### src/rtl/core/assert_macros.svh
// Assertion macros shared by the Firmata command parser RTL.
// Depends on nothing; define NO_ASSERTIONS to compile them away.
`ifndef ASSERT_MACROS_SVH
`define ASSERT_MACROS_SVH

`ifndef NO_ASSERTIONS

`define FCP_ASSERT(name, clk, rst_n, prop) \
	name: assert property (@(posedge clk) disable iff (!rst_n) (prop)) \
		else $error("fcp assertion failed");

`define FCP_ASSERT_NEXT(name, clk, rst_n, ante, cons) \
	name: assert property (@(posedge clk) disable iff (!rst_n) (ante) |=> (cons)) \
		else $error("fcp assertion failed");

`else

`define FCP_ASSERT(name, clk, rst_n, prop)
`define FCP_ASSERT_NEXT(name, clk, rst_n, ante, cons)

`endif

`endif

### src/rtl/core/fcp_pkg.sv
// Types and protocol constants for the Firmata command parser.
// Depends on nothing; used by every module of the block.
`default_nettype none

package fcp_pkg;

	// status bytes, matched on upper nibble below 0xF0
	localparam logic [7:0] ST_PORT_WRITE  = 8'h90;
	localparam logic [7:0] ST_PIN_WRITE   = 8'hE0;
	localparam logic [7:0] ST_REP_ANALOG  = 8'hC0;
	localparam logic [7:0] ST_REP_DIGITAL = 8'hD0;
	localparam logic [7:0] ST_PIN_MODE    = 8'hF4;
	localparam logic [7:0] ST_VERSION     = 8'hF9;
	localparam logic [7:0] ST_SYSEX_START = 8'hF0;
	localparam logic [7:0] ST_SYSEX_END   = 8'hF7;
	localparam logic [7:0] ST_NIBBLE_TOP  = 8'hF0;

	// sysex command bytes
	localparam logic [7:0] SX_EXT_ANALOG  = 8'h6F;
	localparam logic [7:0] SX_FIRMWARE    = 8'h79;
	localparam logic [7:0] SX_MAPPING     = 8'h69;
	localparam logic [7:0] SX_CAPABILITY  = 8'h6B;
	localparam logic [7:0] SX_PIN_STATE   = 8'h6D;

	localparam int CMD_W = 4;

	localparam logic [CMD_W-1:0] CMD_PORT_WRITE  = 4'd0;
	localparam logic [CMD_W-1:0] CMD_PIN_WRITE   = 4'd1;
	localparam logic [CMD_W-1:0] CMD_PIN_MODE    = 4'd2;
	localparam logic [CMD_W-1:0] CMD_VERSION     = 4'd3;
	localparam logic [CMD_W-1:0] CMD_FIRMWARE    = 4'd4;
	localparam logic [CMD_W-1:0] CMD_MAPPING     = 4'd5;
	localparam logic [CMD_W-1:0] CMD_CAPABILITY  = 4'd6;
	localparam logic [CMD_W-1:0] CMD_PIN_STATE   = 4'd7;
	localparam logic [CMD_W-1:0] CMD_REP_ANALOG  = 4'd8;
	localparam logic [CMD_W-1:0] CMD_REP_DIGITAL = 4'd9;

	typedef enum logic [2:0] {
		PH_IDLE   = 3'd0,
		PH_SYSEX  = 3'd1,
		PH_TARGET = 3'd2,
		PH_FIRST  = 3'd3,
		PH_SECOND = 3'd4
	} phase_t;

	typedef enum logic [1:0] {
		KIND_PORT = 2'd0,
		KIND_PIN  = 2'd1,
		KIND_EXT  = 2'd2,
		KIND_MODE = 2'd3
	} kind_t;

	typedef struct packed {
		logic [CMD_W-1:0] command;
		logic [7:0]       target;
		logic [7:0]       payload;
		logic             digital_reporting;
		logic             analog_reporting;
	} fcp_result_t;

	// decoder to output register
	typedef struct packed {
		logic        emit;
		fcp_result_t result;
	} fcp_dec_out_t;

endpackage

`default_nettype wire

### src/rtl/core/fcp_decoder.sv
// Protocol state and combinational byte decode of the Firmata command parser.
// Depends on fcp_pkg and assert_macros.svh.
`default_nettype none
`include "assert_macros.svh"

module fcp_decoder (
	input  wire                  clk,
	input  wire                  arst_n,
	input  wire                  enable,
	input  wire [7:0]            rx_byte_s1,
	output fcp_pkg::fcp_dec_out_t dec
);
	import fcp_pkg::*;

	phase_t      phase_q, phase_d;
	kind_t       kind_q, kind_d;
	logic [7:0]  target_q, target_d;
	logic [7:0]  low_q, low_d;
	logic        digital_q, digital_d;
	logic        analog_q, analog_d;
	logic        armed_q, armed_d;
	logic [7:0]  key;
	logic [7:0]  hi;

	// next state
	always_comb begin
		phase_d   = phase_q;
		kind_d    = kind_q;
		target_d  = target_q;
		low_d     = low_q;
		digital_d = digital_q;
		analog_d  = analog_q;
		armed_d   = armed_q;
		key       = (rx_byte_s1 < ST_NIBBLE_TOP) ? {rx_byte_s1[7:4], 4'h0} : rx_byte_s1;
		case (phase_q)
			PH_SYSEX: begin
				phase_d = PH_IDLE;
				case (rx_byte_s1)
					SX_FIRMWARE: begin
						armed_d   = 1'b1;
						digital_d = 1'b0;
						analog_d  = 1'b1;
					end
					SX_PIN_STATE: armed_d = 1'b0;
					SX_EXT_ANALOG: begin
						kind_d  = KIND_EXT;
						phase_d = PH_TARGET;
					end
					default: ;
				endcase
			end
			PH_TARGET: begin
				target_d = rx_byte_s1;
				phase_d  = PH_FIRST;
			end
			PH_FIRST: begin
				if (kind_q == KIND_MODE) begin
					phase_d = PH_IDLE;
				end else begin
					low_d   = rx_byte_s1;
					phase_d = PH_SECOND;
				end
			end
			PH_SECOND: phase_d = PH_IDLE;
			default: begin
				phase_d = PH_IDLE;
				case (key)
					ST_PORT_WRITE, ST_PIN_WRITE: begin
						target_d = {4'h0, rx_byte_s1[3:0]};
						kind_d   = (key == ST_PORT_WRITE) ? KIND_PORT : KIND_PIN;
						phase_d  = PH_FIRST;
					end
					ST_PIN_MODE: begin
						kind_d  = KIND_MODE;
						phase_d = PH_TARGET;
					end
					ST_SYSEX_START: phase_d = PH_SYSEX;
					ST_REP_ANALOG:  analog_d = 1'b1;
					ST_REP_DIGITAL: digital_d = 1'b1;
					default: ;
				endcase
			end
		endcase
	end

	// outputs: record fields, flags taken after this byte's update
	always_comb begin
		dec        = '0;
		hi         = rx_byte_s1;
		case (phase_q)
			PH_SYSEX: begin
				case (rx_byte_s1)
					SX_FIRMWARE: begin
						dec.emit           = 1'b1;
						dec.result.command = CMD_FIRMWARE;
					end
					SX_MAPPING: begin
						dec.emit           = 1'b1;
						dec.result.command = CMD_MAPPING;
					end
					SX_CAPABILITY: begin
						dec.emit           = 1'b1;
						dec.result.command = CMD_CAPABILITY;
					end
					SX_PIN_STATE: begin
						dec.emit           = armed_q;
						dec.result.command = CMD_PIN_STATE;
					end
					default: ;
				endcase
			end
			PH_TARGET: ;
			PH_FIRST: begin
				if (kind_q == KIND_MODE) begin
					dec.emit           = 1'b1;
					dec.result.command = CMD_PIN_MODE;
					dec.result.target  = target_q;
					dec.result.payload = rx_byte_s1;
				end
			end
			PH_SECOND: begin
				// in an extended analog message, an end mark in place of the high byte counts as zero
				if (kind_q == KIND_EXT && rx_byte_s1 == ST_SYSEX_END) begin
					hi = 8'h00;
				end
				dec.emit           = 1'b1;
				dec.result.command = (kind_q == KIND_PORT) ? CMD_PORT_WRITE : CMD_PIN_WRITE;
				dec.result.target  = target_q;
				dec.result.payload = {hi[0], low_q[6:0]};
			end
			default: begin
				case (key)
					ST_VERSION: begin
						dec.emit           = 1'b1;
						dec.result.command = CMD_VERSION;
					end
					ST_REP_ANALOG: begin
						dec.emit           = 1'b1;
						dec.result.command = CMD_REP_ANALOG;
					end
					ST_REP_DIGITAL: begin
						dec.emit           = 1'b1;
						dec.result.command = CMD_REP_DIGITAL;
					end
					default: ;
				endcase
			end
		endcase
		dec.result.digital_reporting = digital_d;
		dec.result.analog_reporting  = analog_d;
	end

	always_ff @(posedge clk or negedge arst_n) begin
		if (!arst_n) begin
			phase_q   <= PH_IDLE;
			kind_q    <= KIND_PORT;
			target_q  <= '0;
			low_q     <= '0;
			digital_q <= 1'b0;
			analog_q  <= 1'b0;
			armed_q   <= 1'b1;
		end else if (enable) begin
			phase_q   <= phase_d;
			kind_q    <= kind_d;
			target_q  <= target_d;
			low_q     <= low_d;
			digital_q <= digital_d;
			analog_q  <= analog_d;
			armed_q   <= armed_d;
		end
	end

	`FCP_ASSERT_NEXT(a_pin_state_disarms, clk, arst_n,
		enable && dec.emit && dec.result.command == CMD_PIN_STATE, !armed_q)
	`FCP_ASSERT_NEXT(a_firmware_flags, clk, arst_n,
		enable && dec.emit && dec.result.command == CMD_FIRMWARE,
		armed_q && analog_q && !digital_q)
	`FCP_ASSERT_NEXT(a_sysex_leaves, clk, arst_n, enable && phase_q == PH_SYSEX,
		phase_q == PH_IDLE || phase_q == PH_TARGET)
	`FCP_ASSERT(a_held_flags_stay, clk, arst_n,
		!enable |=> $stable(digital_q) && $stable(analog_q) && $stable(armed_q))

endmodule

`default_nettype wire

### src/rtl/core/fcp_out_reg.sv
// Result register of the Firmata command parser; holds one record until taken.
// Depends on fcp_pkg and assert_macros.svh.
`default_nettype none
`include "assert_macros.svh"

module fcp_out_reg (
	input  wire                   clk,
	input  wire                   arst_n,
	input  wire                   in_valid,
	input  fcp_pkg::fcp_dec_out_t dec,
	output logic                  ready,
	input  wire                   cmd_stall,
	output logic                  cmd_valid,
	output fcp_pkg::fcp_result_t  result
);
	import fcp_pkg::*;

	logic        valid_q;
	fcp_result_t result_q;
	logic        load;

	// the register can take a new record when empty or being emptied
	assign ready     = !valid_q || !cmd_stall;
	assign load      = in_valid && ready && dec.emit;
	assign cmd_valid = valid_q;
	assign result    = result_q;

	always_ff @(posedge clk or negedge arst_n) begin
		if (!arst_n) begin
			valid_q <= 1'b0;
		end else if (ready) begin
			valid_q <= load;
		end
	end

	always_ff @(posedge clk) begin
		if (load) begin
			result_q <= dec.result;
		end
	end

	`FCP_ASSERT_NEXT(a_load_shows, clk, arst_n, load, valid_q)
	`FCP_ASSERT_NEXT(a_held_record, clk, arst_n, valid_q && cmd_stall,
		valid_q && $stable(result_q))
	`FCP_ASSERT(a_no_load_while_full, clk, arst_n, !(load && valid_q && cmd_stall))

endmodule

`default_nettype wire

### src/rtl/core/firmata_command_parser.sv
// Top level of the Firmata command parser: input register, decoder, result register.
// Depends on fcp_pkg, fcp_decoder, fcp_out_reg and assert_macros.svh.
//
//  channel | signals                                   | direction
//  --------+-------------------------------------------+----------
//  rx      | rx_valid, rx_stall, rx_byte               | in
//  cmd     | cmd_valid, cmd_stall, command, target,    | out
//          | payload, digital_reporting,               |
//          | analog_reporting                          |
//
// One byte is taken per cycle while rx_stall is low. A byte is held in the input
// register, is decoded there against the protocol state, and any record it causes
// is loaded into the result register once that register can take it, to show on
// cmd until taken. The input register moves on whenever the result register is
// empty or being taken, so a stall on cmd backs up into rx_stall within the same
// cycle.
// arst_n clears the valid flags and the protocol state (pin-state request armed).
`default_nettype none
`include "assert_macros.svh"

module firmata_command_parser (
	input  wire                        clk,
	input  wire                        arst_n,
	input  wire                        rx_valid,
	output logic                       rx_stall,
	input  wire  [7:0]                 rx_byte,
	output logic                       cmd_valid,
	input  wire                        cmd_stall,
	output logic [fcp_pkg::CMD_W-1:0]  command,
	output logic [7:0]                 target,
	output logic [7:0]                 payload,
	output logic                       digital_reporting,
	output logic                       analog_reporting
);
	import fcp_pkg::*;

	logic          valid_s1;
	logic [7:0]    byte_s1;
	logic          ready;
	logic          accept;
	logic          advance;
	fcp_dec_out_t  dec;
	fcp_result_t   result;

	// hold the input register while its byte cannot move on
	assign rx_stall = valid_s1 && !ready;
	assign accept   = rx_valid && !rx_stall;
	assign advance  = valid_s1 && ready;

	always_ff @(posedge clk or negedge arst_n) begin
		if (!arst_n) begin
			valid_s1 <= 1'b0;
		end else if (ready || !valid_s1) begin
			valid_s1 <= accept;
		end
	end

	always_ff @(posedge clk) begin
		if (accept) begin
			byte_s1 <= rx_byte;
		end
	end

	// decode and advance the protocol state once per byte
	fcp_decoder u_decoder (
		.clk        (clk),
		.arst_n     (arst_n),
		.enable     (advance),
		.rx_byte_s1 (byte_s1),
		.dec        (dec)
	);

	fcp_out_reg u_out_reg (
		.clk       (clk),
		.arst_n    (arst_n),
		.in_valid  (valid_s1),
		.dec       (dec),
		.ready     (ready),
		.cmd_stall (cmd_stall),
		.cmd_valid (cmd_valid),
		.result    (result)
	);

	assign command           = result.command;
	assign target            = result.target;
	assign payload           = result.payload;
	assign digital_reporting = result.digital_reporting;
	assign analog_reporting  = result.analog_reporting;

	`FCP_ASSERT_NEXT(a_accept_fills, clk, arst_n, accept, valid_s1)
	`FCP_ASSERT_NEXT(a_stalled_byte_holds, clk, arst_n, rx_stall,
		valid_s1 && $stable(byte_s1))
	`FCP_ASSERT(a_stall_needs_full, clk, arst_n, !rx_stall || (cmd_valid && cmd_stall))

endmodule

`default_nettype wire

### config.mk
export PLATFORM = sky130hd
export DESIGN_NAME = firmata_command_parser
export DESIGN_NICKNAME = d
export VERILOG_FILES = /design/src/rtl/core/fcp_pkg.sv /design/src/rtl/core/fcp_decoder.sv /design/src/rtl/core/fcp_out_reg.sv /design/src/rtl/core/firmata_command_parser.sv
export VERILOG_INCLUDE_DIRS = /design/src /design/src/rtl/core
export SDC_FILE = /design/constraint.sdc
export NUM_CORES = 1
export LEC_CHECK = 0
export ABC_AREA = 1
export BUFFER_PORTS_ARGS = -buffer_cell sky130_fd_sc_hd__buf_2
export CORE_MARGIN = 8
export CORE_UTILIZATION = 60
export DETAILED_ROUTE_END_ITERATION = 16
export PLACE_DENSITY = 0.92
export SYNTH_ARGS = -nofsm -noshare
export SYNTH_HDL_FRONTEND = slang
export SYNTH_SLANG_ARGS = --single-unit
### constraint.sdc
create_clock -name clk -period 3.2 [get_ports clk]
set_clock_uncertainty 0.05 [all_clocks]
set_input_delay 0.32 -clock clk [delete_from_list [all_inputs] [get_ports clk]]
set_output_delay 0.32 -clock clk [all_outputs]
set_load 0.005 [all_outputs]
==> Word-level counts from Yosys, hierarchy flattened <==
Cells that the tools add are included.
{ "word_totals": {"wordCells": 87, "out_inout_bits": 24, "regBits": 55, "input_bits": 12} }
{ "op_classes": {"n_bitwise": 3, "reduce_logical": 23, "eq_ne": 20, "order_cmp": 1, "n_mux": 25} }
{ "op_table": {"columns": ["op", "count"], "rows": [
  ["8-bit == test, second input constant", 8],
  ["8-bit by 7-bit == test with 1-bit output, second input constant", 5],
  ["5-bit case mux with 4 select lines", 2],
  ["16-bit case mux with 2 select lines", 1],
  ["21-bit 2-to-1 mux", 1],
  ["8-bit case mux with 2 select lines", 1],
  ["5-bit case mux with 3 select lines", 1],
  ["3-bit case mux with 4 select lines", 1],
  ["3-bit AND reduction", 3],
  ["8-bit less-than comparator, second input constant", 1],
  ["8-bit 2-to-1 mux", 1],
  ["2-bit case mux with 2 select lines", 2],
  ["1-bit 2-to-1 mux", 7],
  ["3-bit by 2-bit == test with 1-bit output, second input constant", 2],
  ["1-bit case mux with 2 select lines", 3],
  ["2-bit case mux with 3 select lines", 1],
  ["3-bit OR reduction", 2],
  ["1-bit logical AND", 5],
  ["1-bit logical NOT", 5],
  ["2-bit == test, second input constant", 2],
  ["2-bit 2-to-1 mux", 2],
  ["4-bit 2-to-1 mux", 1],
  ["4-bit AND reduction", 1],
  ["2-bit nonzero test", 2],
  ["other kinds (9)", 12]
]} }

==> Longest topological paths before layout <==
Gate-level depths: netlist of run 1.
{ "logic_depth": {"ltp_word": 6, "depth_mapped": 10, "ltp_nobuf": 10} }

==> Hierarchy <==
A second synthesis of run 1 with hierarchy kept.
{ "unflattened": {"hier_cells": 270, "area_unflattened_um2": 2521.2} }
{ "by_module_without_submodules": {"columns": ["mod", "seq_area_each_um2", "cells_per_inst", "area_per_inst_um2", "instances"], "rows": [
  ["fcp_decoder", 576.8, 225, 1506.4, 1],
  ["fcp_out_reg", 685.7, 28, 709.4, 1],
  ["firmata_command_parser", 265.3, 17, 305.3, 1]
]} }

==> Worst setup path before layout of run 1 <==
OpenSTA, ideal clock, no wires.
{ "synth_path": {"path_kind": "flip-flop to flip-flop", "startpoint": "register byte_s1[7]", "endpoint": "register u_out_reg.result_q (netlist bit u_out_reg.result[0]) (enable)", "setup_time_ns": 0.377, "synth_period_minus_slack_ns": 1.980, "t_required_ns": 2.773, "path_buffers": 0, "t_arrival_ns": 1.553, "setup_slack_ns": 1.220, "stages_incl_launch_ff": 10, "cell_sequence": "edfxtp_1 inv_1 nand2_1 nor2_2 nand2_1 nand3_1 nand2_1 nand2_1 nand2_1 inv_1"} }
{ "synth_between": {"elab_chain_len": 6, "elab_cells_between_ends": 13, "cone_classes": "order compare: 1; eq/ne: 7; mux: 4; reduce/logical: 1"} }
{ "synth_lines": {"columns": ["item", "line", "rtl"], "rows": [
  ["start, declared", "firmata_command_parser.sv:38", "logic [7:0] byte_s1;"],
  ["start signal, assigned", "firmata_command_parser.sv:60", "byte_s1 <= rx_byte;"],
  ["8-bit less-than comparator", "fcp_decoder.sv:34", "key = (rx_byte_s1 < ST_NIBBLE_TOP) ? {rx_byte_s1[7:4], 4'h0} : rx_byte_s1;"],
  ["4-bit 2-to-1 mux", "fcp_decoder.sv:34", null],
  ["8-bit == test", "fcp_decoder.sv:132", "case (key)"],
  ["5-bit case mux with 3 select lines", "fcp_decoder.sv:132", null],
  ["5-bit case mux with 4 select lines (*)", "fcp_decoder.sv:90", "case (phase_q)"],
  ["1-bit logical AND (*)", "fcp_out_reg.sv:24", "assign load = in_valid && ready && dec.emit;"],
  ["named net u_out_reg.load", "fcp_out_reg.sv:20", "logic load;"],
  ["end signal, assigned", "fcp_out_reg.sv:38", "result_q <= dec.result;"],
  ["end, declared", "fcp_out_reg.sv:19", "fcp_result_t result_q;"]
]} }
The timed path passes the listed nets; every way through them passes the cells marked *.
A chain may end at the register's enable or synchronous reset.

==> Final worst setup path of run 1 <==
{ "layout_path": {"startpoint": "register u_decoder.phase_q[2]", "endpoint": "register u_out_reg.result_q (netlist bit u_out_reg.result[15]) (enable)"} }
{ "layout_between": {"elab_chain_len": 3, "elab_cells_between_ends": 6, "cone_classes": "eq/ne: 4; mux: 1; reduce/logical: 1"} }
{ "layout_lines": {"columns": ["item", "line", "rtl"], "rows": [
  ["start, declared", "fcp_decoder.sv:15", "phase_t phase_q, phase_d;"],
  ["start signal, assigned", "fcp_decoder.sv:163", "phase_q <= phase_d;"],
  ["3-bit == test, or another cell as far along", "fcp_decoder.sv:90", null],
  ["5-bit case mux with 4 select lines (*)", "fcp_decoder.sv:90", null],
  ["1-bit logical AND (*)", "fcp_out_reg.sv:24", null],
  ["named net u_out_reg.load", "fcp_out_reg.sv:20", null]
]} }
Marked as above.

==> impl_metrics.csv, run 1 <==
group,metric,value,unit
outcome,run_status,"finished clean",
placement,dp_cells,342,
placement,port_buffers,35,
synthesis,synth_area,2500,µm²
cts,worst_skew_pair.late_latency,310,ps
synthesis,syn-num-nets,270,
drt,wirelength,5100,µm
synthesis,seq_area_frac_synth,61.2,%
synthesis,biggest_area_consumer_among_synthesized_cells,"edfxtp_1",
pwr,power.static_leakage,1.31,nW
synthesis,ys_top_cells_by_area,"edfxtp_1, dfrtp_1, nand2_1",
synthesis,synth-edff-count,30,
synthesis,synthesis.area_per_instance,9.67,µm²
finish,stdcell_count,351,
drt,vias,1851,
sta,worst-slew-pin-transition,841,ps
setup_path,timing.critical_path.fanout_max,22,
sta,setup_violations,0,
drt,drt-vias-per-instance,5.27,
pwr,ir_drop,0.549,mV
cts,cts_tree,"built",
grt,grt.overflow.total,0,
synthesis,synth_common_cells,"nand2_1, nor2_1, edfxtp_1",
synthesis,synth_async_sr_flop_share,45.5,%
cts,cts-buffers-inserted,5,
sta,fin_crit,2440,ps
drt,drt_pre_antenna_iters,4,
synthesis,instance_count_of_the_mapped_netlist,258,
cts,clock_tree.root_cell,"clkbuf_8",
setup_path,endpoint_kind,"flip-flop",
floorplanning,core_area,4000,µm²
setup_path,cp_data_required_time,3080,ps
pwr,power,0.00215,W
grt,grt_antenna_before_repair,0,
sta,timing.final.hold_violations,0,
finish,final_layout_size_suffix_gt1_share,24.3,%
placement,place_hpwl,3870,µm
synthesis,post_synth_num_cell_types,30,
cts,clk_pin_slew_worst_paths,90,ps
drt,drc_errors,0,
grt,grt_usage,17.0,%
finish,ant_diodes,0,
synthesis,synthMostInstantiatedCell,"nand2_1",
cts,post_cts_buffers,0,
flow_run,drv_cap,0,
sta,timing.final.crit_share,76.3,%
floorplanning,fp.dieArea,6480,µm²
floorplanning,floorplan.rows,23,
sta,timing.max_slew.rel_slack,43.9,%
min_path,hp-start,"rx_byte[3]",
synthesis,ys_warn_count,0,
floorplanning,boundaryPins,36,
floorplanning,initial_utilization,62.4,%
finish,signed_area_change_from_the_synthesized_netlist_to_the_final_layout,12.9,%
setup_path,setup.worst_path.class,"reg -> reg",
cts,clk_path_buf_depth,2,
grt,grt_pass1_wl,8490,µm
synthesis,postSynthRegisterBits,55,
grt,grt_max_degree,26,
sta,fmax,410,MHz
drt,routedWlPerCell,14.5,µm
pwr,power_per_cell_area,762,nW/µm²
drt,first_iter_violations,163,
synthesis,synth_top_cell_area_share,36.1,%
drt,drt.antenna.violating_nets,0,
floorplanning,dieHeight,80.5,µm
sta,grt_setup_unrepaired,"no",
setup_path,critPathLaunch,"u_decoder.phase_q[2]$_DFFE_PN0P_",
min_path,hold_class,"in -> reg",
setup_path,setup.worst_path.start_class,"flip-flop",
finish,fin_nets,312,
placement,finalWeightedCongestion,0.930,
floorplanning,floorplan.die.width,80.5,µm
sta,setup_total_negative_slack,0,ps
synthesis,synth_top_flop_cell,"edfxtp_1",
cts,clock_sinks,55,
setup_path,critPathArrivalTime,2330,ps
cts,h-tree-depth,2,
setup_path,crit-reg2reg-launch,"u_decoder.phase_q[2]$_DFFE_PN0P_",
sta,finalMaxSlewViolations,0,
grt,number_of_global_route_vias_before_repair,1827,
[where the power goes]
part           switching (W)  internal, W
clock network       0.000209     0.000153
registers           0.000109      0.00100
logic               0.000457     0.000219
[state kept, by name, indices dropped and copies added (netlist names)]
name,flops
u_out_reg.cmd_valid,1
u_decoder.kind_q,2
u_decoder.armed_q,1
u_decoder.analog_q,1
u_decoder.target_q,8
u_decoder.phase_q,3
valid_s1,1
u_out_reg.result,22
u_decoder.digital_q,1
byte_s1,8
u_decoder.low_q,7
[critical path, stage by stage, from the launching register on]
cell and delay, ps:
dfrtp_1 400, inv_1 130, nand2_1 90, nor2_1 200, nand3_2 220, nand2_1 160
nor2_1 50, nand2_1 60, nand2_1 80, inv_1 620
[routing by layer]
| layer | vias up | GRT usage, % | part of all wire (%) |
|---|---|---|---|
| met4 | 0 | 8.55 | 3.2 |
| met2 | 58 | 28.4 | 48 |
| met1 | 857 | 19.8 | 42 |
| met3 | 13 | 4.13 | 6.2 |
| met5 | - | 0 | 0 |
| li1 | 923 | - | - |
[placed cells by master (no fill, tap or decap), drive strengths merged]
| cell | netlist | routed |
|---|---|---|
| inv | 34 | 34 |
| a21oi | 1 | 1 |
| dlygate4sd3 | 0 | 1 |
| nand2 | 71 | 71 |
| nand3 | 19 | 19 |
| nand4 | 1 | 1 |
| clkinvlp | 0 | 1 |
| nor3 | 1 | 1 |
| o31ai | 1 | 1 |
| edfxtp | 30 | 30 |
| buf | 1 | 35 |
| clkbuf | 0 | 6 |
| a31oi | 2 | 2 |
| clkinv | 1 | 2 |
| nor2 | 36 | 36 |
| dfrtp | 24 | 24 |
| dfstp | 1 | 1 |
| o211ai | 1 | 1 |
| a22oi | 1 | 1 |
| and2 | 1 | 1 |
| a21boi | 1 | 1 |
| nor3b | 1 | 1 |
| nand3b | 1 | 1 |
| o21ai | 29 | 29 |
[final cells by class]
type,instances,area [µm²]
flip-flops and latches,55,1530
fillers,321,1180
multi-input cells,167,821
repair buffers,36,185
inverters,35,136
clock buffers,6,72.6
well taps,50,62.6
clock inverters,2,12.5
[final timing paths]
check | depth (start not counted) | slack [ps] | endpoint
worst max-delay path | 9 | 760 | u_out_reg.result[15]$_DFFE_PP_
worst min-delay path | 1 | 130 | byte_s1[3]$_DFFE_PP_
worst max register to register | 9 | 760 | u_out_reg.result[15]$_DFFE_PP_
worst min register to register | 2 | 410 | u_decoder.analog_q$_DFFE_PN0P_
max in group asynchronous | 2 | 2190 | u_decoder.analog_q$_DFFE_PN0P_
min in group asynchronous | 2 | 520 | u_decoder.target_q[1]$_DFFE_PN0P_
[per-stage QoR]
| stage | util, % | worst slack [ps] | hold WS [ps] | cell area (µm²) |
|---|---|---|---|---|
| finish | 70.4 | 758 | 132 | 2820 |
| detailed placement | 68.1 | 801 | 305 | 2720 |
| global route | 70.4 | 502 | 124 | 2820 |
| CTS | 70.4 | 778 | 129 | 2820 |
| global placement | 68.1 | 906 | 291 | 2720 |
| floorplan | - | 1220 | -25.6 | 2500 |
[cell families after synthesis]
group | share of synthesized area, %
simple gates | 23.8
buf+inv | 5.91
flops | 61.2
compound gates | 9.07
[timing repair]
action                                 CTS  global route
resized for setup                        0             0
endpoints found under the hold margin   24             0
hold buffers                             1             0
No activity file was read; power rests on OpenSTA's default activity.
==> run 2, diff against run 1 <==
--- a/config.mk
+++ b/config.mk
@@ -9,9 +9,9 @@
 export ABC_AREA = 1
 export BUFFER_PORTS_ARGS = -buffer_cell sky130_fd_sc_hd__buf_2
 export CORE_MARGIN = 8
-export CORE_UTILIZATION = 60
+export CORE_UTILIZATION = 51
 export DETAILED_ROUTE_END_ITERATION = 16
-export PLACE_DENSITY = 0.92
+export PLACE_DENSITY = 0.84
 export SYNTH_ARGS = -nofsm -noshare
 export SYNTH_HDL_FRONTEND = slang
 export SYNTH_SLANG_ARGS = --single-unit
==> constraint.sdc (replaced) <==
create_clock -name clk -period 2 [get_ports clk]
set_clock_uncertainty 0.05 [all_clocks]
set_input_delay 0.2 -clock clk [delete_from_list [all_inputs] [get_ports clk]]
set_output_delay 0.2 -clock clk [all_outputs]
set_load 0.005 [all_outputs]
==> run 2 against run 1 <==
Effect of this change:
- global-route usage fell by 2.8 points
- first-iteration DRC count up 11%
- register-to-register slack worse by 620 ps
- core utilization is 8.5 points lower
- routed wire length is 2.9% lower
- clock-buffer cell count unchanged
- die area grew 14%
==> impl_metrics.csv, run 2 (synthesis results as in run 1) <==
group,metric,value,unit
sta,setup_total_negative_slack,0,ps
drt,drc_errors,0,
setup_path,critPathArrivalTime,1840,ps
placement,placed_cell_area,2790,µm²
grt,number_of_global_route_vias_before_repair,1818,
pwr,power.static_leakage,1.36,nW
sta,timing.final.hold_violations,0,
pwr,share_of_total_power_in_the_clock_network,17.1,%
cts,cts_tree,"built",
floorplanning,core_area,4720,µm²
pwr,ir_drop,0.530,mV
finish,stdcell_count,376,
finish,layout.cells.most_common,"nand2_1",
cts,clk_path_buf_depth,2,
pwr,seq_power_share,50.6,%
sta,timing.hold.ws,9.67,ps
finish,final_layout_size_suffix_gt1_share,26.5,%
sta,fmax,536,MHz
pwr,power_switching_share,35.5,%
cts,h-tree-depth,2,
placement,port_buffers,35,
drt,routedWlPerCell,13.2,µm
sta,timing.max_slew.rel_slack,61.8,%
cts,clock_tree.root_cell,"clkbuf_8",
setup_path,cp_cell_sequence,"inv_1 > nand2_1 > nor2_2 > nand2_1 > nand2_1 > nor2_1 > nor2_1 > nand2_1 > inv_1 > buf_12",
finish,ant_diodes,0,
drt,first_iter_violations,181,
pwr,power_per_cell_area,1200,nW/µm²
placement,place_hpwl,3670,µm
setup_path,rr_worst_depth,10,
setup_path,setup.worst_path.class,"reg -> reg",
sta,worst-slew-pin-transition,573,ps
cts,worst_skew_pair.late_latency,310,ps
grt,grt_usage,14.2,%
sta,finalMaxSlewViolations,0,
drt,vias,1860,
flow_run,drv_cap,0,
outcome,run_status,"finished clean",
floorplanning,floorplan.rows,25,
finish,fin_nets,320,
placement,dp_cells,363,
grt,grt_antenna_before_repair,0,
min_path,worst_hold_path.num_cells,1,
finish,filler_cell_count,382,
pwr,combinationalPowerShare,32.3,%
setup_path,critical-path-top-cell-by-count,"nand2_1",
floorplanning,floorplan.die.width,86.0,µm
sta,worst_case_setup_margin_in_the_final_layout,135,ps
finish,signed_area_change_from_the_synthesized_netlist_to_the_final_layout,17.3,%
cts,cts-buffers-inserted,5,
pwr,p_int,0.00226,W
grt,grt_pass1_wl,8380,µm
sta,fin_crit,1860,ps
min_path,hold_class,"in -> reg",
floorplanning,initial_utilization,52.8,%
sta,setup_violations,0,
finish,layout.cells.most_common_list,"nand2_1, buf_2, edfxtp_1, nor2_1, inv_1",
floorplanning,fp.dieArea,7390,µm²
pwr,power.switching,0.00124,W
drt,drt.antenna.violating_nets,0,
finish,final_area,2930,µm²
setup_path,timing.critical_path.fanout_max,22,
setup_path,endpoint_kind,"flip-flop",
cts,clock_sinks,55,
drt,drt_pre_antenna_iters,4,
grt,grt_max_degree,26,
setup_path,crit_slowest_cell,"edfxtp_1",
placement,finalWeightedCongestion,0.933,
drt,drt-vias-per-instance,4.95,
floorplanning,dieHeight,86.0,µm
setup_path,critical_path.max_stage_delay,420,ps
floorplanning,boundaryPins,36,
grt,grt.overflow.total,0,
setup_path,setup.worst_path.start_class,"flip-flop",
placement,dpl_worst_slack,114,ps
drt,wirelength,4950,µm
sta,timing.final.crit_share,93.2,%
finish,largest_reg_flops,22,
cts,clk_pin_slew_worst_paths,90,ps
setup_path,cp_data_required_time,1970,ps
[run 2: power by group through the flow]
stage,Combinational [W],Clock (W),Sequential [W]
3_3_place_gp,0.00111,0,0.00177
2_1_floorplan,0.000713,0,0.00178
3_5_place_dp,0.00113,0,0.00179
6_report,0.00113,0.000598,0.00177
5_1_grt,0.00129,0.000659,0.00180
4_1_cts,0.00113,0.000620,0.00177
[run 2: final cells by class]
| class | count | area [µm²] | area share [%] |
|---|---|---|---|
| flip-flops and latches | 55 | 1530 | 52.2 |
| multi-input cells | 167 | 831 | 28.4 |
| repair buffers | 44 | 263 | 8.97 |
| inverters | 35 | 136 | 4.66 |
| well taps | 67 | 83.8 | 2.86 |
| clock buffers | 6 | 72.6 | 2.48 |
| clock inverters | 2 | 13.8 | 0.470 |
[run 2: per-layer routing]
metal  track usage (%)  vias to the layer above  routed length (µm)
met2              22.5                       59                2290
li1                  -                      943                   -
met4              6.21                        0                  82
met1              18.5                      850                2260
met3              2.48                        8                 313
met5                 0                        -                   0
[run 2: worst paths after layout]
path                                                      from  slack [ps]                                end
worst max-delay path                      byte_s1[2]$_DFFE_PP_         140     u_out_reg.result[14]$_DFFE_PP_
max in group asynchronous                               arst_n        1160  u_decoder.target_q[5]$_DFFE_PN0P_
worst min-delay path                                rx_byte[2]          10               byte_s1[2]$_DFFE_PP_
worst min register to register  u_decoder.analog_q$_DFFE_PN0P_         410     u_decoder.analog_q$_DFFE_PN0P_
min in group asynchronous                               arst_n         360    u_out_reg.cmd_valid$_DFFE_PN0P_
worst max register to register            byte_s1[2]$_DFFE_PP_         140     u_out_reg.result[14]$_DFFE_PP_
[run 2: critical path: cells and delay by family (launching register included)]
family | cells | cell delay, ps
DFF | 1 | 420
buffers and inverters | 3 | 430
and+or+nand+nor | 7 | 670
[run 2: timing repair]
| item | 4_1_cts | 5_1_grt |
|---|---|---|
| setup buffers | 0 | 2 |
| resized for setup | 0 | 4 |
| hold buffers | 3 | 0 |
| endpoints found under the setup margin | 0 | 22 |
| endpoints found under the hold margin | 26 | 0 |
[run 2: metrics by stage]
stage,util [%],total power [W]
2_1_floorplan,-,0.00249
3_3_place_gp,59.0,0.00288
3_5_place_dp,59.0,0.00292
4_1_cts,61.5,0.00352
5_1_grt,62.0,0.00375
6_report,62.0,0.00350
